[src/design/lbs_pkg.sv]
// Shared types, constants and saturation helpers for the skinning block.
package lbs_pkg;

  // Default bone count of the matrix store.
  localparam int BONE_COUNT_DEFAULT = 64;

  // Request opcodes.
  localparam logic OP_MAT_WRITE = 1'b0;
  localparam logic OP_INFLUENCE = 1'b1;

  // Widths of the shared divide / square root unit.
  localparam int DIV_W  = 50;
  localparam int QUO_W  = DIV_W + 1;
  localparam int SQ_W   = 62;
  localparam int ROOT_W = 31;

  // One request: a matrix element write or one bone influence.
  typedef struct packed {
    logic               opcode;
    logic [5:0]         bone;
    logic [3:0]         element_index;
    logic signed [31:0] element_value;
    logic signed [31:0] pos_x;
    logic signed [31:0] pos_y;
    logic signed [31:0] pos_z;
    logic signed [15:0] norm_x;
    logic signed [15:0] norm_y;
    logic signed [15:0] norm_z;
    logic [15:0]        weight;
    logic               last_influence;
  } req_t;

  // One blended vertex.
  typedef struct packed {
    logic signed [31:0] skinned_x;
    logic signed [31:0] skinned_y;
    logic signed [31:0] skinned_z;
    logic signed [15:0] skinned_nx;
    logic signed [15:0] skinned_ny;
    logic signed [15:0] skinned_nz;
    logic [15:0]        weight_sum;
    logic               degenerate;
  } rsp_t;

  // Command to the divide / square root unit.
  typedef struct packed {
    logic start;
    logic sqrt_op;
  } ds_ctl_t;

  // Cofactor operand elements: cof = a*b - c*d, row-major element numbers.
  localparam logic [3:0] COF_SEL [9][4] = '{
    '{4'd5, 4'd10, 4'd6, 4'd9},
    '{4'd6, 4'd8,  4'd4, 4'd10},
    '{4'd4, 4'd9,  4'd5, 4'd8},
    '{4'd2, 4'd9,  4'd1, 4'd10},
    '{4'd0, 4'd10, 4'd2, 4'd8},
    '{4'd1, 4'd8,  4'd0, 4'd9},
    '{4'd1, 4'd6,  4'd2, 4'd5},
    '{4'd2, 4'd4,  4'd0, 4'd6},
    '{4'd0, 4'd5,  4'd1, 4'd4}
  };

  // Clamp to 32-bit signed.
  function automatic logic signed [31:0] sat32(input logic signed [50:0] v);
    logic signed [31:0] res;
    if (v > 51'sd2147483647) res = 32'sh7FFFFFFF;
    else if (v < -51'sd2147483648) res = 32'sh80000000;
    else res = v[31:0];
    return res;
  endfunction

  // Clamp to 48-bit signed.
  function automatic logic signed [47:0] sat48(input logic signed [50:0] v);
    logic signed [47:0] res;
    if (v > 51'sd140737488355327) res = 48'sh7FFFFFFFFFFF;
    else if (v < -51'sd140737488355328) res = 48'sh800000000000;
    else res = v[47:0];
    return res;
  endfunction

endpackage

[src/design/lbs_divsqrt.sv]
// Shared iterative unit: signed divide (truncating) or integer square root, one bit a cycle.
module lbs_divsqrt (
  input  logic                                 clk,
  input  logic                                 rst,
  input  lbs_pkg::ds_ctl_t                     ctl,
  input  logic signed [lbs_pkg::DIV_W-1:0]     num,
  input  logic signed [lbs_pkg::DIV_W-1:0]     den,
  input  logic [lbs_pkg::SQ_W-1:0]             rad,
  output logic                                 done,
  output logic signed [lbs_pkg::QUO_W-1:0]     quot,
  output logic [lbs_pkg::ROOT_W-1:0]           root
);

  localparam int DW = lbs_pkg::DIV_W;
  localparam int RW = lbs_pkg::ROOT_W;
  localparam int SW = lbs_pkg::SQ_W;
  localparam logic [5:0] DIV_LAST = 6'(DW - 1);
  localparam logic [5:0] SQ_LAST  = 6'(RW - 1);

  logic          busy;
  logic          is_sqrt;
  logic [5:0]    cnt;
  logic [DW-1:0] qsh;
  logic [DW:0]   rem;
  logic [DW-1:0] dmag;
  logic          neg;
  logic [SW-1:0] sh;
  logic [RW+3:0] srem;
  logic [RW-1:0] sroot;

  logic [DW:0]   rem_sh;
  logic [DW+1:0] rdiff;
  logic [RW+3:0] srem_sh;
  logic [RW+3:0] trial;
  logic [RW+4:0] sdiff;

  // Restoring divide and digit-by-digit root step
  always_comb begin
    rem_sh  = {rem[DW-1:0], qsh[DW-1]};
    rdiff   = {1'b0, rem_sh} - {2'b00, dmag};
    srem_sh = {srem[RW+1:0], sh[SW-1:SW-2]};
    trial   = {2'b00, sroot, 2'b01};
    sdiff   = {1'b0, srem_sh} - {1'b0, trial};
  end

  assign quot = neg ? -$signed({1'b0, qsh}) : $signed({1'b0, qsh});
  assign root = sroot;

  // Control
  always_ff @(posedge clk) begin
    if (rst) begin
      busy <= 1'b0;
      done <= 1'b0;
      cnt  <= '0;
    end else begin
      done <= 1'b0;
      if (ctl.start) begin
        busy    <= 1'b1;
        is_sqrt <= ctl.sqrt_op;
        cnt     <= '0;
      end else if (busy) begin
        cnt <= cnt + 6'd1;
        if ((is_sqrt && cnt == SQ_LAST) || (!is_sqrt && cnt == DIV_LAST)) begin
          busy <= 1'b0;
          done <= 1'b1;
        end
      end
    end
  end

  // Datapath
  always_ff @(posedge clk) begin
    if (ctl.start) begin
      qsh   <= num[DW-1] ? DW'(-num) : DW'(num);
      dmag  <= den[DW-1] ? DW'(-den) : DW'(den);
      neg   <= num[DW-1] ^ den[DW-1];
      rem   <= '0;
      sh    <= rad;
      srem  <= '0;
      sroot <= '0;
    end else if (busy) begin
      if (is_sqrt) begin
        sh <= {sh[SW-3:0], 2'b00};
        if (!sdiff[RW+4]) begin
          srem  <= sdiff[RW+3:0];
          sroot <= {sroot[RW-2:0], 1'b1};
        end else begin
          srem  <= srem_sh;
          sroot <= {sroot[RW-2:0], 1'b0};
        end
      end else begin
        if (!rdiff[DW+1]) begin
          rem <= rdiff[DW:0];
          qsh <= {qsh[DW-2:0], 1'b1};
        end else begin
          rem <= rem_sh;
          qsh <= {qsh[DW-2:0], 1'b0};
        end
      end
    end
  end

endmodule

[config.mk]
export PLATFORM = sky130hd
export DESIGN_NAME = lbs_divsqrt
export DESIGN_NICKNAME = d
export VERILOG_FILES = /design/src/design/lbs_pkg.sv /design/src/design/lbs_divsqrt.sv
export SDC_FILE = /design/constraint.sdc
export NUM_CORES = 1
export LEC_CHECK = 0
export ABC_AREA = 1
export BUFFER_PORTS_ARGS = -buffer_cell sky130_fd_sc_hd__buf_2
export CAP_MARGIN = 20
export CORE_MARGIN = 3
export CORE_UTILIZATION = 49
export DETAILED_ROUTE_END_ITERATION = 6
export PLACE_DENSITY = 0.68
export SYNTH_ARGS = -nofsm -noshare
export SYNTH_HDL_FRONTEND = slang
export SYNTH_SLANG_ARGS = --single-unit
[constraint.sdc]
create_clock -name clk -period 4.1 [get_ports clk]
set_input_delay 0.615 -clock clk [delete_from_list [all_inputs] [get_ports clk]]
set_output_delay 0.615 -clock clk [all_outputs]
set_load 0.05 [all_outputs]
After elaboration in Yosys (flattened, before gate mapping)
Index checks and enable logic that the tools add are counted.
{ "classes": {"add_sub_neg": 6, "eq_ne": 3, "muxes": 17, "bitwise": 4, "n_reduce_logical": 13} }
{ "ops": {"columns": ["operator", "n"], "rows": [
  ["$mux W50", 5],
  ["$mux W62", 3],
  ["$neg A50 Y50", 2],
  ["$sub A51 B50 Y52", 1],
  ["$mux W51", 1],
  ["$neg A50 Y51", 1],
  ["$mux W49", 1],
  ["$sub A35 B33 Y36", 1],
  ["$mux W33", 1],
  ["$reduce_and A2 Y1", 5],
  ["$add A6 B1 Y6 const B", 1],
  ["$eq A6 B5 Y1 const B", 1],
  ["$eq A6 B6 Y1 const B", 1],
  ["$mux W1", 6],
  ["$reduce_bool A2 Y1", 2],
  ["$not A1 Y1", 3],
  ["$reduce_or A3 Y1", 1],
  ["$logic_and A1 B1 Y1", 2],
  ["$ne A2 B2 Y1 const B", 1],
  ["$reduce_or A2 Y1", 1],
  ["$logic_not A1 Y1", 1],
  ["$logic_or A1 B1 Y1", 1],
  ["$xor A1 B1 Y1", 1]
]} }
{ "word_totals": {"reg_bits": 286, "input_bits": 166, "out_inout_bits": 83, "word_cells": 55} }

Depth between registers and ports, before layout
Gate-level depths: netlist of the first run.
{ "logic_depth": {"depth_word": 6, "depth_mapped": 17, "mapped_depth_nobuf": 16} }

Least setup slack after synthesis of the first run
No wires, ideal clock.
{ "synth_path": {"path_kind": "reg2reg", "start": "register busy", "end": "register sh[0] (enable)", "setup_ns": 0.451, "t_arrival_ns": 2.741, "t_required_ns": 3.649, "setup_slack_ns": 0.909, "path_stages_with_launch": 7, "n_path_buf": 2, "synth_period_minus_slack_ns": 3.191, "cell_sequence": "dfxtp_1 > clkbuf_1 > nand2_1 > inv_1 > nor2_1 > inv_1 > buf_1"} }
{ "synth_via": {"elab_chain_len": 2} }
{ "synth_rtl": {"columns": ["item", "line", "text"], "rows": [
  ["from (decl)", "lbs_divsqrt.sv:20", "logic busy;"],
  ["from (signal assigned)", "lbs_divsqrt.sv:52", "busy <= 1'b0;"],
  ["from (signal assigned)", "lbs_divsqrt.sv:58", "busy <= 1'b1;"],
  ["from (signal assigned)", "lbs_divsqrt.sv:64", "busy <= 1'b0;"],
  ["$reduce_bool A2 Y1 (no line)", null, null],
  ["$reduce_and A2 Y1 (no line)", null, null],
  ["to (signal assigned)", "lbs_divsqrt.sv:78", "sh <= rad;"],
  ["to (signal assigned)", "lbs_divsqrt.sv:83", "sh <= {sh[SW-3:0], 2'b00};"],
  ["to (decl)", "lbs_divsqrt.sv:27", "logic [SW-1:0] sh;"]
]} }
Every way passes these cells.
A chain may end at the register's enable or synchronous reset.

Final worst setup path of the first run
{ "layout_path": {"start": "register qsh[0]", "end": "output port quot[26] (netlist bit)"} }
{ "layout_via": {"elab_chain_len": 2} }
{ "layout_rtl": {"columns": ["item", "line", "text"], "rows": [
  ["from (decl)", "lbs_divsqrt.sv:23", "logic [DW-1:0] qsh;"],
  ["from (signal assigned)", "lbs_divsqrt.sv:74", "qsh <= num[DW-1] ? DW'(-num) : DW'(num);"],
  ["from (signal assigned)", "lbs_divsqrt.sv:94", "qsh <= {qsh[DW-2:0], 1'b1};"],
  ["from (signal assigned)", "lbs_divsqrt.sv:97", "qsh <= {qsh[DW-2:0], 1'b0};"],
  ["$neg A50 Y51", "lbs_divsqrt.sv:46", "assign quot = neg ? -$signed({1'b0, qsh}) : $signed({1'b0, qsh});"],
  ["$mux W51", "lbs_divsqrt.sv:46", null],
  ["to (decl)", "lbs_divsqrt.sv:10", "output logic signed [lbs_pkg::QUO_W-1:0] quot,"]
]} }
Every way passes these cells.

==> impl_metrics.csv, run 1 <==
group,metric,value,unit
status,outcome,"finished clean",
route,drtIter0Drc,2030,
grt,antenna_found_initial,7,
worst_setup_path,reg2reg_slack,1.24,ns
grt,track_usage,29.5,%
sta,setup_viol,0,
cts,clockBufferDepth,3,
yosys,ys_seq_elements,286,
worst_setup_path,r2r-end,"rem[35]",
floorplan,fp.coreArea,0.0459,mm^2
cts,cts_hold_buf,0,
cts,htreeDepth,2,
yosys,syn_inst,3602,
layout,area_growth_syn_to_layout,13.1,%
yosys,ys_warn_count,0,
route,ant_nets,0,
sta,slew_headroom,47.8,%
sta,rsz0062_at_grt,"false",
flow_run,drv_cap,0,
power_and_ir_drop,p_total,13.7,mW
sta,drv_slew,0,
yosys,synth_top_family_by_area,"simple AND/OR/NAND/NOR gates",
yosys,syn-cell-area,0.0230,mm^2
floorplan,dieArea,0.0495,mm^2
power_and_ir_drop,pwr_density_cell,527,mW/mm^2
route,drc,0,
worst_hold_path,hold_depth,1,
sta,finalSetupTns,0,ns
cts,cts_tree,"done",
yosys,syn_nets,3857,
cts,ctsRootBufferMaster,"clkbuf_16",
cts,cts_buffers,34,
floorplan,num_rows,78,
worst_setup_path,cp_data_arrival_time,3.04,ns
yosys,synth_edf_count,164,
power_and_ir_drop,p_leak,13.4,nW
layout,drive_gt1_share,10.4,%
placed_design,dpl.hpwl,58500,um
route,drtPass1Iterations,6,
yosys,synthSimpleGateAreaFrac,37.9,%
grt,grt.overflow.total,0,
route,drt-vias-per-instance,5.26,
yosys,synth.distinct_cells,47,
yosys,ys_seq_area_share,32.1,%
worst_setup_path,worstPathMaxFanout,5,
yosys,synth_flop_cell,"edfxtp_1",
worst_setup_path,cp.required,3.48,ns
yosys,synthXorXnorAreaFrac,5.99,%
floorplan,initial_core_util,50.1,%
sta,fin_crit_sh,89.1,%
grt,grt_max_degree,69,
yosys,synth.avg_cell_area,6.37,um^2
yosys,synthAdderAreaFrac,4.88,%
route,wl,74700,um
worst_setup_path,cp-endpoint,"quot[26]",
floorplan,io_pins,249,
sta,worst_pin_slew,0.782,ns
cts,insertion_delay,0.56,ns
power_and_ir_drop,vdd_drop_max,0.000606,V
worst_setup_path,end_kind,"output pin",
sta,finalCriticalPeriod,3.65,ns
worst_setup_path,crit_start,"qsh[0]",
worst_setup_path,crit_type,"reg -> out",
layout,finalNetCount,4073,
sta,finalClockSkew,0.0291,ns
cts,cts_setup_buffers,0,
placed_design,gp_congestion,1.02,
route,wl_per_cell,16.8,um
grt,grt_pass1_vias,22100,
yosys,synthMuxAreaShare,0,%
grt,grt_pass1_wl,118000,um
floorplan,die_w,222,um
layout,utilization,56.6,%
cts,cts_repair_resize_count,0,
worst_setup_path,cp-start-kind,"register",
cts,cts.reportedPaths.clkPinSlew,0.06,ns
sta,hold_violations,0,
worst_setup_path,reg2reg_from,"dmag[14]",
worst_setup_path,reg2regPathDepth,15,
yosys,synth-compound-area-share,7.49,%
route,num_vias,23400,
placed_design,io_buffers,248,
floorplan,die_height,222,um
yosys,async_flop_share,0,%
sta,fmax,274,MHz
worst_hold_path,hold_class,"in -> reg",
cts,cts_sinks,286,
## synthesized netlist by cell type (11+ instances only)
cell type / instances / share of area (%)
a21oi_1: 86 / 1.9
buf_2: 16 / 0.35
clkbuf_1: 61 / 1.0
dfxtp_1: 122 / 11
edfxtp_1: 164 / 21
ha_1: 88 / 4.8
inv_1: 594 / 9.7
inv_2: 13 / 0.21
nand2_1: 1235 / 20
nand3_1: 293 / 6.4
nand3b_1: 27 / 0.88
nand4_1: 83 / 2.3
nor2_1: 304 / 5.0
nor2_2: 23 / 0.63
nor3_1: 48 / 1.0
nor4_1: 12 / 0.33
o21ai_0: 105 / 2.3
o21ai_1: 48 / 1.0
o21bai_1: 13 / 0.43
o22ai_1: 30 / 0.82
or2_2: 11 / 0.30
xnor2_1: 52 / 2.0
xor2_1: 105 / 4.0
## worst max-delay path: stages, from the launching register on
cell and delay (ns):
edfxtp_1 0.43, inv_1 0.11, ha_1 0.22, nand4_2 0.17, nor2_2 0.24, nand2_1 0.13, nor2_2 0.14, nand2_1 0.10
nor2_2 0.15, nand2_1 0.11, nand2_2 0.10, xor2_1 0.27, buf_2 0.32
## how the worst min path moves through the flow
stage,start,end,slack [ns]
6_report,ctl[0],is_sqrt,0.23
3_5_place_dp,srem[32],srem[32],0.43
2_1_floorplan,srem[32],srem[32],0.42
5_1_grt,ctl[0],is_sqrt,0.21
4_1_cts,ctl[0],is_sqrt,0.21
3_3_place_gp,srem[31],srem[31],0.43
## cell families after synthesis
group / Yosys count
AND/OR/NAND/NOR: 2059
buffers and inverters: 700
AO/OA/AOI/OAI: 311
flip-flops: 286
XOR/XNOR: 157
adder cells (fa/ha/maj): 89
## layer usage
metal  share of wire [%]  GRT usage [%]  routed length [um]  vias to the layer above
li1                    -              -                   -                    11800
met1                  43           39.1               32400                    10600
met2                  45           48.0               33700                      783
met3                 7.3           5.65                5490                      174
met4                 4.0           10.8                2970                       12
met5                0.11              0                  79                        -
## cell usage in the layout (no fill, tap or decap), drive strengths merged, types with 2 or more instances in the layout
cell,synthesis,final
edfxtp,164,164
nand3b,28,28
clkbuf,61,48
nor2,329,329
buf,32,273
nor4,12,12
o22ai,30,30
inv,607,606
o31ai,6,6
dfxtp,122,122
a21oi,90,90
a31oi,8,8
a211oi,2,2
ha,88,88
o21ai,156,156
bufinv,0,3
xnor2,52,52
nor3,51,51
nand2,1244,1244
or2,15,15
nand3,294,294
nand4,84,84
clkinv,0,9
o21bai,13,13
xor2,105,105
o211ai,3,3
## where the power goes
part	internal [mW]	switching, mW	leakage [nW]
clock network	1.93	1.26	0.571
logic	2.16	4.81	10.2
registers	3.35	0.172	2.63
total	7.43	6.24	13.4
## registers in the layout, summed over array words and instances, names as in the netlist
| signal | count |
|---|---|
| rem | 50 |
| qsh | 50 |
| cnt | 6 |
| busy | 1 |
| srem | 33 |
| done | 1 |
| root | 31 |
| neg | 1 |
| dmag | 50 |
| sh | 62 |
| is_sqrt | 1 |
## final cells by class
type / instances / area [um^2]
fillers: 4779 / 19900
flip-flops and latches: 286 / 7370
inverters: 607 / 2280
clock buffers: 48 / 1030
multi-input cells: 2616 / 12900
repair buffers: 273 / 1470
diodes: 1 / 2.50
well taps: 600 / 751
clock inverters: 12 / 136
## per-stage QoR
stage	std cells	worst slack (ns)	hold WS [ns]	area [um^2]
6_report	4443	0.446	0.235	26000
5_1_grt	4443	0.294	0.210	26000
4_1_cts	4441	0.495	0.205	25900
3_5_place_dp	4381	1.06	0.431	24800
3_3_place_gp	4381	1.02	0.430	24800
2_1_floorplan	3602	0.909	0.418	23000
Note: power is estimated with default switching activity, not from simulation.
==> inputs of run 2 (changes only) <==
Settings changed: RECOVER_POWER set to 50.
==> run 2 against run 1 <==
  * The flow now finishes with violations (max-capacitance violations, max-slew violations)
  * Sequential share of layout area rose by 0.11 points
  * Via count down 0.32%
  * First-iteration DRC count shrank 3.3%
  * Global-route usage did not move
  * Design area down 0.40%
  * Combinational power about the same
  * Utilization fell by 0.22 points
  * Cell count unchanged
  * Non-clock buffer count unchanged
  * Highest routed layer unchanged
==> impl_metrics.csv, run 2 (synthesis results as in run 1) <==
group,metric,value,unit
floorplan,dieArea,0.0495,mm^2
floorplan,num_rows,78,
layout,final_common_cell,"nand2_1",
floorplan,io_pins,249,
sta,setup_viol,0,
cts,cts_sinks,286,
power_and_ir_drop,vdd_drop_max,0.000605,V
placed_design,dpl.hpwl,58500,um
sta,fmax,274,MHz
route,drtIter0Drc,1963,
route,drt-vias-per-instance,5.24,
worst_setup_path,worstPathMaxFanout,5,
grt,grt_max_degree,69,
grt,antenna_found_initial,8,
route,num_vias,23300,
floorplan,initial_core_util,50.1,%
layout,register_area,0.00737,mm^2
layout,final_cell_mix,"nand2_1 (1238), inv_1 (592), nor2_1 (306), nand3_1 (293), buf_2 (211)",
sta,finalSetupTns,0,ns
route,wl,74600,um
route,drtPass1Iterations,6,
floorplan,die_height,222,um
cts,clockBufferDepth,3,
route,drc,0,
floorplan,fp.coreArea,0.0459,mm^2
grt,grt_pass1_vias,22100,
worst_hold_path,hold_class,"in -> reg",
sta,worst_pin_slew,2.69,ns
layout,multiInputGateArea,0.0129,mm^2
placed_design,io_buffers,248,
cts,cts.reportedPaths.clkPinSlew,0.06,ns
cts,cts_repair_resize_count,0,
cts,cts_buffers,34,
sta,finalCriticalPeriod,3.65,ns
layout,top_register,"sh",
layout,drive_gt1_share,9.21,%
status,outcome,"finished with violations",
worst_setup_path,cp_data_arrival_time,3.04,ns
placed_design,gp_congestion,1.02,
cts,htreeDepth,2,
sta,finalClockSkew,0.0273,ns
worst_setup_path,reg2reg_slack,0.93,ns
grt,grt_pass1_wl,118000,um
route,ant_nets,0,
grt,grt.overflow.total,0,
sta,rsz0062_at_grt,"false",
floorplan,die_w,222,um
cts,cts_hold_buf,0,
worst_setup_path,crit_type,"reg -> out",
route,wl_per_cell,16.8,um
layout,fillers,4818,
worst_setup_path,cp-start-kind,"register",
flow_run,drv_cap,3,
cts,cts_setup_buffers,0,
sta,fin_crit_sh,89.1,%
placed_design,place_area,0.0248,mm^2
cts,insertion_delay,0.56,ns
layout,area_growth_syn_to_layout,12.6,%
worst_setup_path,cp.required,3.48,ns
power_and_ir_drop,pwr_density_cell,529,mW/mm^2
power_and_ir_drop,p_leak,13.2,nW
sta,slew_headroom,-79.5,%
layout,fin_area,0.0259,mm^2
grt,track_usage,29.5,%
sta,hold_violations,0,
cts,cts_tree,"done",
cts,ctsRootBufferMaster,"clkbuf_16",
worst_setup_path,end_kind,"output pin",
layout,finalNetCount,4073,
layout,largest_reg_flops,62,
status,violations,"max-capacitance violations, max-slew violations",
sta,drv_slew,91,
==> run 2: cell count changes in the layout (fill, tap and decap cells not counted), sizes merged <==
cell      before  now
clkinv         9    7
clkinvlp       1    3
buf          273  231
clkbuf        48   90
==> run 2: area by class of cell <==
cell class / instances / share of cell area (%)
antenna: 1 / 0.00968
sequential: 286 / 28.5
timing repair buffer: 273 / 5.40
inverter: 607 / 8.82
tap: 600 / 2.90
multi-input combinational: 2616 / 49.9
clock buffer: 48 / 3.97
clock inverter: 12 / 0.527
==> run 2: metrics by stage <==
stage	hold slack (ns)	setup slack, ns	total power [mW]	utilization [%]	cells
final	0.231	0.446	13.7	56.4	4443
after global routing	0.210	0.290	12.8	56.4	4443
after CTS	0.205	0.495	13.7	56.5	4441
after detailed placement	0.431	1.06	10.4	54.0	4381
after global placement	0.430	1.02	10.4	54.0	4381
after floorplan	0.418	0.909	8.80	-	3602
==> run 2: critical path, cell delays in order, from the launching register on <==
cell and delay (ns):
edfxtp_1 0.43, inv_1 0.11, ha_1 0.22, nand4_2 0.17, nor2_2 0.24, nand2_1 0.12, nor2_2 0.14, nand2_1 0.09
nor2_2 0.15, nand2_1 0.11, nand2_2 0.10, xor2_1 0.27, buf_2 0.32
==> run 2: worst paths after layout <==
kind / cells past startpoint / endpoint / start
hold / removal: 1 / is_sqrt / ctl[0]
setup / recovery: 12 / quot[26] / qsh[0]
hold reg to reg: 2 / srem[32] / srem[32]
setup reg to reg: 6 / sh[19] / is_sqrt
==> run 2: where the power goes <==
| group | switching, mW | total [mW] | internal [mW] | leakage (nW) |
|---|---|---|---|---|
| Clock | 1.26 | 3.19 | 1.93 | 0.571 |
| Sequential | 0.172 | 3.52 | 3.35 | 2.63 |
| Combinational | 4.80 | 6.96 | 2.15 | 9.99 |
==> run 2: layer usage <==
layer,vias up,part of all wire (%),GRT usage (%)
met2,776,45,48.0
met1,10500,44,39.1
met4,12,4.0,10.8
li1,11800,-,-
met3,176,7.2,5.65
met5,-,0.11,0
